`src/design/ismet_pkg.sv`:
```
package ismet_pkg;

  localparam int SITE_W     = 10;
  localparam int RAND_W     = 32;
  localparam int DE_W       = 5;
  localparam int MAG_W      = 12;
  localparam int ENERGY_W   = 13;
  localparam int IN_DATA_W  = 48;
  localparam int OUT_DATA_W = 32;
  localparam int CFG_DATA_W = 32;
  localparam int CFG_ADDR_W = 3;

  // Request kinds carried on in_tuser.
  localparam logic REQ_LOAD = 1'b1;

  // Register indexes, taken from cfg_paddr[2].
  localparam logic REG_ACCEPT_FOUR  = 1'b0;
  localparam logic REG_ACCEPT_EIGHT = 1'b1;

  localparam logic [RAND_W-1:0] HALF_FRACTION = 32'h8000_0000;

  localparam logic [DE_W-1:0] DE_ZERO = 5'd0;
  localparam logic [DE_W-1:0] DE_FOUR = 5'd4;

  typedef struct packed {
    logic              req_type;
    logic [RAND_W-1:0] rand_value;
    logic              load_spin;
  } ismet_req_t;

  typedef struct packed {
    logic            flip;
    logic            spin_after;
    logic [DE_W-1:0] de;
  } ismet_eval_t;

endpackage

```
`src/design/ismet_cfg_regs.sv`:
```
module ismet_cfg_regs (
  input  logic                             clk,
  input  logic                             rst_n,
  input  logic                             psel,
  input  logic                             penable,
  input  logic                             pwrite,
  input  logic [ismet_pkg::CFG_ADDR_W-1:0] paddr,
  input  logic [ismet_pkg::CFG_DATA_W-1:0] pwdata,
  output logic [ismet_pkg::CFG_DATA_W-1:0] prdata,
  output logic                             pready,
  output logic [ismet_pkg::RAND_W-1:0]     level_four,
  output logic [ismet_pkg::RAND_W-1:0]     level_eight
);

  logic [ismet_pkg::RAND_W-1:0] level_four_r;
  logic [ismet_pkg::RAND_W-1:0] level_eight_r;
  logic                         wr_strobe;

  assign pready    = 1'b1;
  assign wr_strobe = psel && penable && pwrite && pready;

  always_ff @(posedge clk) begin
    if (!rst_n) begin
      level_four_r  <= '0;
      level_eight_r <= '0;
    end else if (wr_strobe) begin
      if (paddr[2] == ismet_pkg::REG_ACCEPT_EIGHT) begin
        level_eight_r <= pwdata;
      end else begin
        level_four_r <= pwdata;
      end
    end
  end

  assign prdata      = (paddr[2] == ismet_pkg::REG_ACCEPT_FOUR) ? level_four_r : level_eight_r;
  assign level_four  = level_four_r;
  assign level_eight = level_eight_r;

endmodule

```
`src/design/ismet_lattice_mem.sv`:
```
module ismet_lattice_mem #(
  parameter int SIDE = 32
) (
  input  logic                    clk,
  input  logic                    rst_n,
  input  logic                    rd_en_a,
  input  logic [$clog2(SIDE)-1:0] rd_addr_a,
  output logic [SIDE-1:0]         rd_data_a,
  input  logic                    rd_en_b,
  input  logic [$clog2(SIDE)-1:0] rd_addr_b,
  output logic [SIDE-1:0]         rd_data_b,
  input  logic                    wr_en,
  input  logic [$clog2(SIDE)-1:0] wr_addr,
  input  logic [SIDE-1:0]         wr_data
);

  // One word per lattice row. A row never written since reset reads as all +1.
  logic [SIDE-1:0] mem_r [SIDE];
  logic [SIDE-1:0] row_valid_r;
  logic [SIDE-1:0] q_a_r;
  logic [SIDE-1:0] q_b_r;
  logic            vld_a_r;
  logic            vld_b_r;

  always_ff @(posedge clk) begin
    if (wr_en) begin
      mem_r[wr_addr] <= wr_data;
    end
    if (rd_en_a) begin
      q_a_r <= mem_r[rd_addr_a];
    end
    if (rd_en_b) begin
      q_b_r <= mem_r[rd_addr_b];
    end
  end

  always_ff @(posedge clk) begin
    if (!rst_n) begin
      row_valid_r <= '0;
      vld_a_r     <= 1'b0;
      vld_b_r     <= 1'b0;
    end else begin
      if (wr_en) begin
        row_valid_r[wr_addr] <= 1'b1;
      end
      if (rd_en_a) begin
        vld_a_r <= row_valid_r[rd_addr_a];
      end
      if (rd_en_b) begin
        vld_b_r <= row_valid_r[rd_addr_b];
      end
    end
  end

  assign rd_data_a = vld_a_r ? q_a_r : '1;
  assign rd_data_b = vld_b_r ? q_b_r : '1;

endmodule

```
`src/design/ismet_site_eval.sv`:
```
module ismet_site_eval #(
  parameter int SIDE = 32
) (
  input  logic [SIDE-1:0]              cur_row,
  input  logic [SIDE-1:0]              up_row,
  input  logic [SIDE-1:0]              down_row,
  input  logic [$clog2(SIDE)-1:0]      col,
  input  ismet_pkg::ismet_req_t        req,
  input  logic [ismet_pkg::RAND_W-1:0] level_four,
  input  logic [ismet_pkg::RAND_W-1:0] level_eight,
  output ismet_pkg::ismet_eval_t       result
);

  localparam int CW = $clog2(SIDE);

  logic [CW-1:0]              col_left;
  logic [CW-1:0]              col_right;
  logic                       center;
  logic [2:0]                 n_up;
  logic [ismet_pkg::DE_W-1:0] base;
  logic [ismet_pkg::DE_W-1:0] de;
  logic                       accept;

  assign col_left  = (col == '0) ? CW'(SIDE - 1) : col - CW'(1);
  assign col_right = (col == CW'(SIDE - 1)) ? '0 : col + CW'(1);
  assign center    = cur_row[col];

  assign n_up = 3'(cur_row[col_left]) + 3'(cur_row[col_right])
              + 3'(up_row[col]) + 3'(down_row[col]);

  // Neighbor sum is 2*n_up - 4, so the flip energy is s * (4*n_up - 8).
  assign base = ismet_pkg::DE_W'({n_up, 2'b00}) - ismet_pkg::DE_W'(8);
  assign de   = center ? base : ismet_pkg::DE_W'(0) - base;

  always_comb begin
    if (req.req_type == ismet_pkg::REQ_LOAD) begin
      accept = (req.load_spin != center);
    end else if (de[ismet_pkg::DE_W-1]) begin
      accept = 1'b1;
    end else if (de == ismet_pkg::DE_ZERO) begin
      accept = req.rand_value < ismet_pkg::HALF_FRACTION;
    end else if (de == ismet_pkg::DE_FOUR) begin
      accept = req.rand_value < level_four;
    end else begin
      accept = req.rand_value < level_eight;
    end
  end

  assign result.flip       = accept;
  assign result.spin_after = center ^ accept;
  assign result.de         = accept ? de : ismet_pkg::DE_ZERO;

endmodule

```
`src/design/ising_metropolis_site_update_core.sv`:
```
// An accepted request passes the states RD1, RD2 and EVAL; the result beat is
// registered on commit. A new item is taken only in the idle state. The three lattice
// rows around the site are read through the two read ports of the row memory, and
// a flip writes the site's row back. Reset (rst_n, synchronous, active low): lattice
// reads as all +1 through per-row valid flags with no clearing pass, magnetization is
// SIDE*SIDE, energy is -2*SIDE*SIDE and both acceptance thresholds are zero.
module ising_metropolis_site_update_core #(
  parameter int SIDE = 32
) (
  input  logic                                clk,
  input  logic                                rst_n,
  // in_tdata: site [9:0], rand_value [41:10], load_spin [42], zero fill [47:43]
  input  logic [ismet_pkg::IN_DATA_W-1:0]     in_tdata,
  // in_tuser: req_type [0]
  input  logic                                in_tuser,
  input  logic                                in_tvalid,
  output logic                                in_tready,
  // out_tdata: flipped [0], spin_now [1], energy_change [6:2], magnetization [18:7],
  // total_energy [31:19]
  output logic [ismet_pkg::OUT_DATA_W-1:0]    out_tdata,
  output logic                                out_tvalid,
  input  logic                                out_tready,
  input  logic                                cfg_psel,
  input  logic                                cfg_penable,
  input  logic                                cfg_pwrite,
  input  logic [ismet_pkg::CFG_ADDR_W-1:0]    cfg_paddr,
  input  logic [ismet_pkg::CFG_DATA_W-1:0]    cfg_pwdata,
  output logic [ismet_pkg::CFG_DATA_W-1:0]    cfg_prdata,
  output logic                                cfg_pready
);

  localparam int RW = $clog2(SIDE);
  localparam int CW = $clog2(SIDE);
  localparam int RECIP_SHIFT = 20;
  // Rounded-up reciprocal; exact quotient for every 10-bit site up to SIDE = 128.
  localparam int unsigned RECIP = ((1 << RECIP_SHIFT) + SIDE - 1) / SIDE;
  localparam logic [14:0] NSITES_V = 15'(SIDE * SIDE);
  localparam logic [ismet_pkg::MAG_W-1:0]    MAG_RESET    = ismet_pkg::MAG_W'(SIDE * SIDE);
  localparam logic [ismet_pkg::ENERGY_W-1:0] ENERGY_RESET =
    ismet_pkg::ENERGY_W'(-2 * SIDE * SIDE);

  localparam logic [1:0] ST_IDLE = 2'd0;
  localparam logic [1:0] ST_RD1  = 2'd1;
  localparam logic [1:0] ST_RD2  = 2'd2;
  localparam logic [1:0] ST_EVAL = 2'd3;

  logic [1:0]                       state_r;
  logic [1:0]                       state_nxt;
  ismet_pkg::ismet_req_t            req_r;
  logic [ismet_pkg::SITE_W-1:0]     site_r;
  logic [RW-1:0]                    row_r;
  logic [CW-1:0]                    col_r;
  logic                             in_range_r;
  logic [SIDE-1:0]                  cur_row_r;
  logic [SIDE-1:0]                  up_row_r;
  logic                             out_tvalid_r;
  logic                             out_flip_r;
  logic                             out_spin_r;
  logic [ismet_pkg::DE_W-1:0]       out_de_r;
  logic [ismet_pkg::MAG_W-1:0]      mag_r;
  logic [ismet_pkg::ENERGY_W-1:0]   energy_r;

  logic [ismet_pkg::SITE_W-1:0]     in_site;
  logic [28:0]                      row_prod;
  logic [10:0]                      col_wide;
  logic [RW-1:0]                    row_up;
  logic [RW-1:0]                    row_down;
  logic                             in_beat;
  logic                             can_load;
  logic                             commit;
  logic                             rd_en_a;
  logic                             rd_en_b;
  logic [RW-1:0]                    rd_addr_a;
  logic [SIDE-1:0]                  rd_data_a;
  logic [SIDE-1:0]                  rd_data_b;
  logic                             wr_en;
  logic [SIDE-1:0]                  wr_data;
  logic [ismet_pkg::RAND_W-1:0]     level_four;
  logic [ismet_pkg::RAND_W-1:0]     level_eight;
  ismet_pkg::ismet_eval_t           eval_res;

  ismet_cfg_regs u_cfg (
    .clk         (clk),
    .rst_n       (rst_n),
    .psel        (cfg_psel),
    .penable     (cfg_penable),
    .pwrite      (cfg_pwrite),
    .paddr       (cfg_paddr),
    .pwdata      (cfg_pwdata),
    .prdata      (cfg_prdata),
    .pready      (cfg_pready),
    .level_four  (level_four),
    .level_eight (level_eight)
  );

  assign in_site   = in_tdata[ismet_pkg::SITE_W-1:0];
  assign in_tready = (state_r == ST_IDLE);
  assign in_beat   = in_tvalid && in_tready;
  assign row_prod  = {19'd0, in_site} * 29'(RECIP);

  assign row_up   = (row_r == '0) ? RW'(SIDE - 1) : row_r - RW'(1);
  assign row_down = (row_r == RW'(SIDE - 1)) ? '0 : row_r + RW'(1);
  assign col_wide = {1'b0, site_r} - 11'(row_r * SIDE);

  assign can_load = !out_tvalid_r || out_tready;
  assign commit   = (state_r == ST_EVAL) && can_load;

  // Port A reads the site's row, then the row below; port B reads the row above.
  assign rd_en_a   = (state_r == ST_RD1) || (state_r == ST_RD2);
  assign rd_addr_a = (state_r == ST_RD1) ? row_r : row_down;
  assign rd_en_b   = (state_r == ST_RD1);
  assign wr_en     = commit && in_range_r && eval_res.flip;
  assign wr_data   = cur_row_r ^ ({{(SIDE-1){1'b0}}, 1'b1} << col_r);

  ismet_lattice_mem #(
    .SIDE (SIDE)
  ) u_mem (
    .clk       (clk),
    .rst_n     (rst_n),
    .rd_en_a   (rd_en_a),
    .rd_addr_a (rd_addr_a),
    .rd_data_a (rd_data_a),
    .rd_en_b   (rd_en_b),
    .rd_addr_b (row_up),
    .rd_data_b (rd_data_b),
    .wr_en     (wr_en),
    .wr_addr   (row_r),
    .wr_data   (wr_data)
  );

  // In the evaluation state port A holds the row below the site.
  ismet_site_eval #(
    .SIDE (SIDE)
  ) u_eval (
    .cur_row     (cur_row_r),
    .up_row      (up_row_r),
    .down_row    (rd_data_a),
    .col         (col_r),
    .req         (req_r),
    .level_four  (level_four),
    .level_eight (level_eight),
    .result      (eval_res)
  );

  always_comb begin
    state_nxt = state_r;
    case (state_r)
      ST_IDLE: begin
        if (in_beat) begin
          state_nxt = ST_RD1;
        end
      end
      ST_RD1:  state_nxt = ST_RD2;
      ST_RD2:  state_nxt = ST_EVAL;
      ST_EVAL: begin
        if (can_load) begin
          state_nxt = ST_IDLE;
        end
      end
      default: state_nxt = ST_IDLE;
    endcase
  end

  always_ff @(posedge clk) begin
    if (!rst_n) begin
      state_r      <= ST_IDLE;
      out_tvalid_r <= 1'b0;
      mag_r        <= MAG_RESET;
      energy_r     <= ENERGY_RESET;
    end else begin
      state_r <= state_nxt;
      if (commit) begin
        out_tvalid_r <= 1'b1;
      end else if (out_tready) begin
        out_tvalid_r <= 1'b0;
      end
      if (wr_en) begin
        energy_r <= energy_r
                  + {{(ismet_pkg::ENERGY_W-ismet_pkg::DE_W){eval_res.de[ismet_pkg::DE_W-1]}},
                     eval_res.de};
        // A +1 spin going to -1 lowers the sum by two, and the reverse raises it.
        if (eval_res.spin_after) begin
          mag_r <= mag_r + ismet_pkg::MAG_W'(2);
        end else begin
          mag_r <= mag_r - ismet_pkg::MAG_W'(2);
        end
      end
    end
  end

  always_ff @(posedge clk) begin
    if (in_beat) begin
      site_r           <= in_site;
      req_r.req_type   <= in_tuser;
      req_r.rand_value <= in_tdata[ismet_pkg::SITE_W +: ismet_pkg::RAND_W];
      req_r.load_spin  <= in_tdata[ismet_pkg::SITE_W + ismet_pkg::RAND_W];
      row_r            <= row_prod[RECIP_SHIFT +: RW];
      in_range_r       <= {5'd0, in_site} < NSITES_V;
    end
    if (state_r == ST_RD1) begin
      col_r <= col_wide[CW-1:0];
    end
    if (state_r == ST_RD2) begin
      cur_row_r <= rd_data_a;
      up_row_r  <= rd_data_b;
    end
    if (commit) begin
      out_flip_r <= in_range_r && eval_res.flip;
      out_spin_r <= in_range_r && eval_res.spin_after;
      out_de_r   <= in_range_r ? eval_res.de : ismet_pkg::DE_ZERO;
    end
  end

  // The totals change only on a commit, which needs the output slot free, so they
  // hold steady while a result beat waits.
  assign out_tvalid = out_tvalid_r;
  assign out_tdata  = {energy_r, mag_r, out_de_r, out_spin_r, out_flip_r};

endmodule

```
`config.mk`:
```
export PLATFORM = sky130hd
export DESIGN_NAME = ising_metropolis_site_update_core
export DESIGN_NICKNAME = d
export VERILOG_FILES = /design/src/design/ismet_pkg.sv /design/src/design/ismet_cfg_regs.sv /design/src/design/ismet_lattice_mem.sv /design/src/design/ismet_site_eval.sv /design/src/design/ising_metropolis_site_update_core.sv
export SDC_FILE = /design/constraint.sdc
export NUM_CORES = 2
export LEC_CHECK = 0
export BUFFER_PORTS_ARGS = -buffer_cell sky130_fd_sc_hd__buf_2
export CORE_MARGIN = 5
export CORE_UTILIZATION = 65
export CTS_BUF_LIST = sky130_fd_sc_hd__clkbuf_2
export CTS_CLUSTER_SIZE = 10
export DETAILED_ROUTE_END_ITERATION = 8
export PLACE_DENSITY_LB_ADDON = 0.3
export SLEW_MARGIN = 20
export SYNTH_ARGS = -nofsm -noshare
export SYNTH_HDL_FRONTEND = slang
export SYNTH_SLANG_ARGS = --single-unit
```
`constraint.sdc`:
```
create_clock -name clk -period 9.1 [get_ports clk]
set_input_delay 1.82 -clock clk [delete_from_list [all_inputs] [get_ports clk]]
set_output_delay 1.82 -clock clk [all_outputs]
set_load 0.05 [all_outputs]
```
==> key figures <==
Outcome
  • Outcome: finished, final reports clean

Synth
  • Number of flops mapped to enable cells by yosys: 1206
  • Cells after synthesis: 3836
  • Ys async rst share: 0%
  • Top FF cell, synth: edfxtp_1
  • Share of the synthesized area in the top cell type: 57.2%
  • Syn. warnings: 0
  • Count of cell types in the netlist: 70
  • Avg Synthesized Cell Area: 16.5 µm²
  • Top post-synthesis cells by area: edfxtp_1, mux4_2, dfxtp_1
  • Cell taking the most area after synthesis: edfxtp_1
  • Post-synthesis sequential area ratio: 61.1%
  • Syn Std Cell Area: 63300 µm²
  • Yosys reg bits: 1329

Placement
  • Hpwl dp: 102 mm
  • Area after DPL: 66000 µm²
  • Final Wtd Congestion: 0.953
  • IO buf count: 144

Drt
  • Via density: 7.01
  • Drt first-iter violations: 6125
  • Routed vias: 39838
  • DR WL/cell: 30.5 µm
  • Routed Antenna Nets: 0
  • DRT Pass-1 Iters: 8
  • Detailed Route WL: 174 mm
  • Drt drc: 0

Hold path
  • Worst hold path startpoint: in_tdata[14]
  • HP Class: primary input to flip-flop
  • Hold endpoint: req_r[5]
  • Worst hold stages: 1

STA
  • Final hold vios: 0
  • Max-slew violation count: 0
  • Relative slew margins: 20.2%
  • Fin crit period: 8.21 ns
  • Fin crit share: 90.2%
  • Setup TNS: 0 ns
  • Setup violation total in the final timing report: 0
  • Maximum clock rate: 122 MHz
  • RSZ-0062 raised after global routing: false
  • Final hold slack: 0.445 ns
  • Actual slew at the worst max-slew pin: 1.20 ns
  • Skew final: 0.165 ns

Global routing
  • Antenna violations before repair: 9
  • Total Routing Usage GR: 33.7%
  • First-pass GRT wire length: 256 mm
  • Vias in the first global route: 40584
  • Largest net degree at the start of global routing: 113
  • Grt total ovfl: 0

Worst setup path
  • CP required: 10.49 ns
  • Worst EP arrival: 9.60 ns
  • Crit Path Max Fanout: 41
  • CP max stage delay: 0.65 ns
  • CP endpoint kind: flip-flop
  • CP Launch Type: flip-flop
  • Flop2flop setup slack: 0.89 ns
  • Crit Path Category: flip-flop to flip-flop
  • Capture point of the worst reg-to-reg path: mag_r[11]
  • R2R depth: 30
  • Worst r2r src: col_r[0]
  • CP most frequent cell: ha_1
  • Critical path's slowest cell: xnor2_1

Pwr
  • PwrDens: 309 nW/µm²
  • Internal: 13.0 mW
  • Flop pwr share: 36.8%
  • Sw Pwr: 8.25 mW
  • Combinational fraction of design power: 45.3%
  • VDD IR max: 501 µV
  • Overall power: 21.3 mW
  • Clock power frac: 18.0%
  • Leak Pwr: 23.4 nW
  • Sw Share: 38.7%

Clocking
  • Worst-path clk slew: 0.11 ns
  • Clock latency on the worst-skew pair: 1.61 ns
  • # H-tree levels: 5
  • Hold-fix buffers, CTS: 0
  • Post-CTS Setup Inserts: 0
  • Sink Count: 1329
  • CTS tree: done
  • Post-cts resize count: 0
  • CTS root buf: clkbuf_2
  • Clock Path Buffers: 4
  • Num CTS Buffers: 340

Finish
  • Layout cells sized above 1: 34.6%
  • Top flop regs: u_mem.mem_r x1024, req_r x34
  • Top reg by flops: u_mem.mem_r
  • Post-Layout Inst Area: 68900 µm²
  • Fin nets: 4373
  • P&R area growth vs syn: 8.82%
  • Max FFs per register: 1024

Die
  • Core outline area: 96700 µm²
  • Io pins: 158
  • Chip height: 322 µm
  • Row count: 114
  • Die width: 322 µm
  • Full die area: 104000 µm²
  • Initial core utilization: 65.5%

Flow run
  • Max_cap viols: 0
==> cells by family after synthesis <==
kind of cell               count (synthesis)  share of synthesized area (%)
DFF                                     1329                           61.1
and+or+nand+nor                          992                           7.08
muxes                                    704                           23.5
buffers and inverters                    362                           2.33
AOI/OAI and AO/OA                        289                           3.18
adders and majority gates                104                           2.10
xor gates and xnor gates                  54                          0.747
other                                      2                         0.0119
==> per-stage QoR <==
stage / instances / worst slack [ns] / util (%)
4_1_cts: 5672 / 0.971 / 71.2
3_3_place_gp: 5112 / 1.05 / 68.3
3_5_place_dp: 5112 / 0.918 / 68.3
5_1_grt: 5681 / 0.281 / 71.2
6_report: 5684 / 0.890 / 71.2
2_1_floorplan: 3840 / 1.63 / -
==> per-layer routing <==
metal	vias up	wire [µm]	track usage [%]
met3	565	23000	8.94
met5	-	0	0
li1	16186	-	-
met2	3191	81700	51.7
met1	19896	60200	46.2
met4	0	8780	16.2
==> power groups by stage <==
| stage | combinational (mW) | sequential, mW | clock (mW) |
|---|---|---|---|
| after floorplan | 6.88 | 7.87 | 0 |
| after global placement | 9.34 | 7.94 | 0 |
| after detailed placement | 9.50 | 7.94 | 0 |
| after CTS | 9.54 | 7.81 | 3.88 |
| after global routing | 10.3 | 7.84 | 4.22 |
| final | 9.64 | 7.83 | 3.83 |
==> cells in the final DEF, fill, tap and decap left out, drive strengths merged, types with 13 or more instances in the layout <==
cell type,netlist,routed
edfxtp,1206,1206
a21o,15,15
xnor2,47,47
clkinv,1,70
nand3,228,228
buf,96,272
ha,100,100
mux4,619,619
nor3,13,13
nand2,554,554
inv,85,89
clkbuf,180,482
o21ai,57,57
a32o,31,31
a21boi,66,66
nand2b,72,72
mux2,34,34
nor2,30,30
and3,35,35
dfxtp,123,123
and2,16,16
a21oi,52,52
nor2b,19,19
mux2i,51,51
==> critical path: cells and delay by family (launching register included) <==
family / cells / cell delay [ns]
buffers and inverters: 3 / 0.91
AND/OR/NAND/NOR: 6 / 0.91
multiplexers: 3 / 0.74
AO/OA/AOI/OAI: 10 / 1.83
adder cells (fa/ha/maj): 6 / 2.50
flip-flops: 1 / 0.37
XOR/XNOR: 2 / 0.81
==> synth_stat cells, drive strengths merged, types with 51 or more instances <==
cell	instances
edfxtp	1206
mux4	619
nand2	554
nand3	228
clkbuf	180
dfxtp	123
ha	100
buf	96
inv	85
nand2b	72
a21boi	66
o21ai	57
a21oi	52
mux2i	51
==> how the worst max path moves through the flow <==
stage | from | to | cells past startpoint
final | col_r[0] | mag_r[11] | 30
after global routing | col_r[0] | mag_r[11] | 30
after CTS | col_r[0] | mag_r[11] | 30
after detailed placement | col_r[0] | mag_r[11] | 30
after global placement | col_r[0] | mag_r[11] | 30
after floorplan | col_r[0] | energy_r[12] | 31
==> cell type report <==
type,instances,area (µm²)
Tap cell,1276,1600
Timing Repair Buffer,272,1770
Multi-Input combinational cell,2149,23700
Clock buffer,482,2410
Antenna cell,12,30.0
Fill cell,6105,27800
Clock inverter,78,370
Inverter,86,323
Sequential cell,1329,38700
No activity file was read; power rests on OpenSTA's default activity.
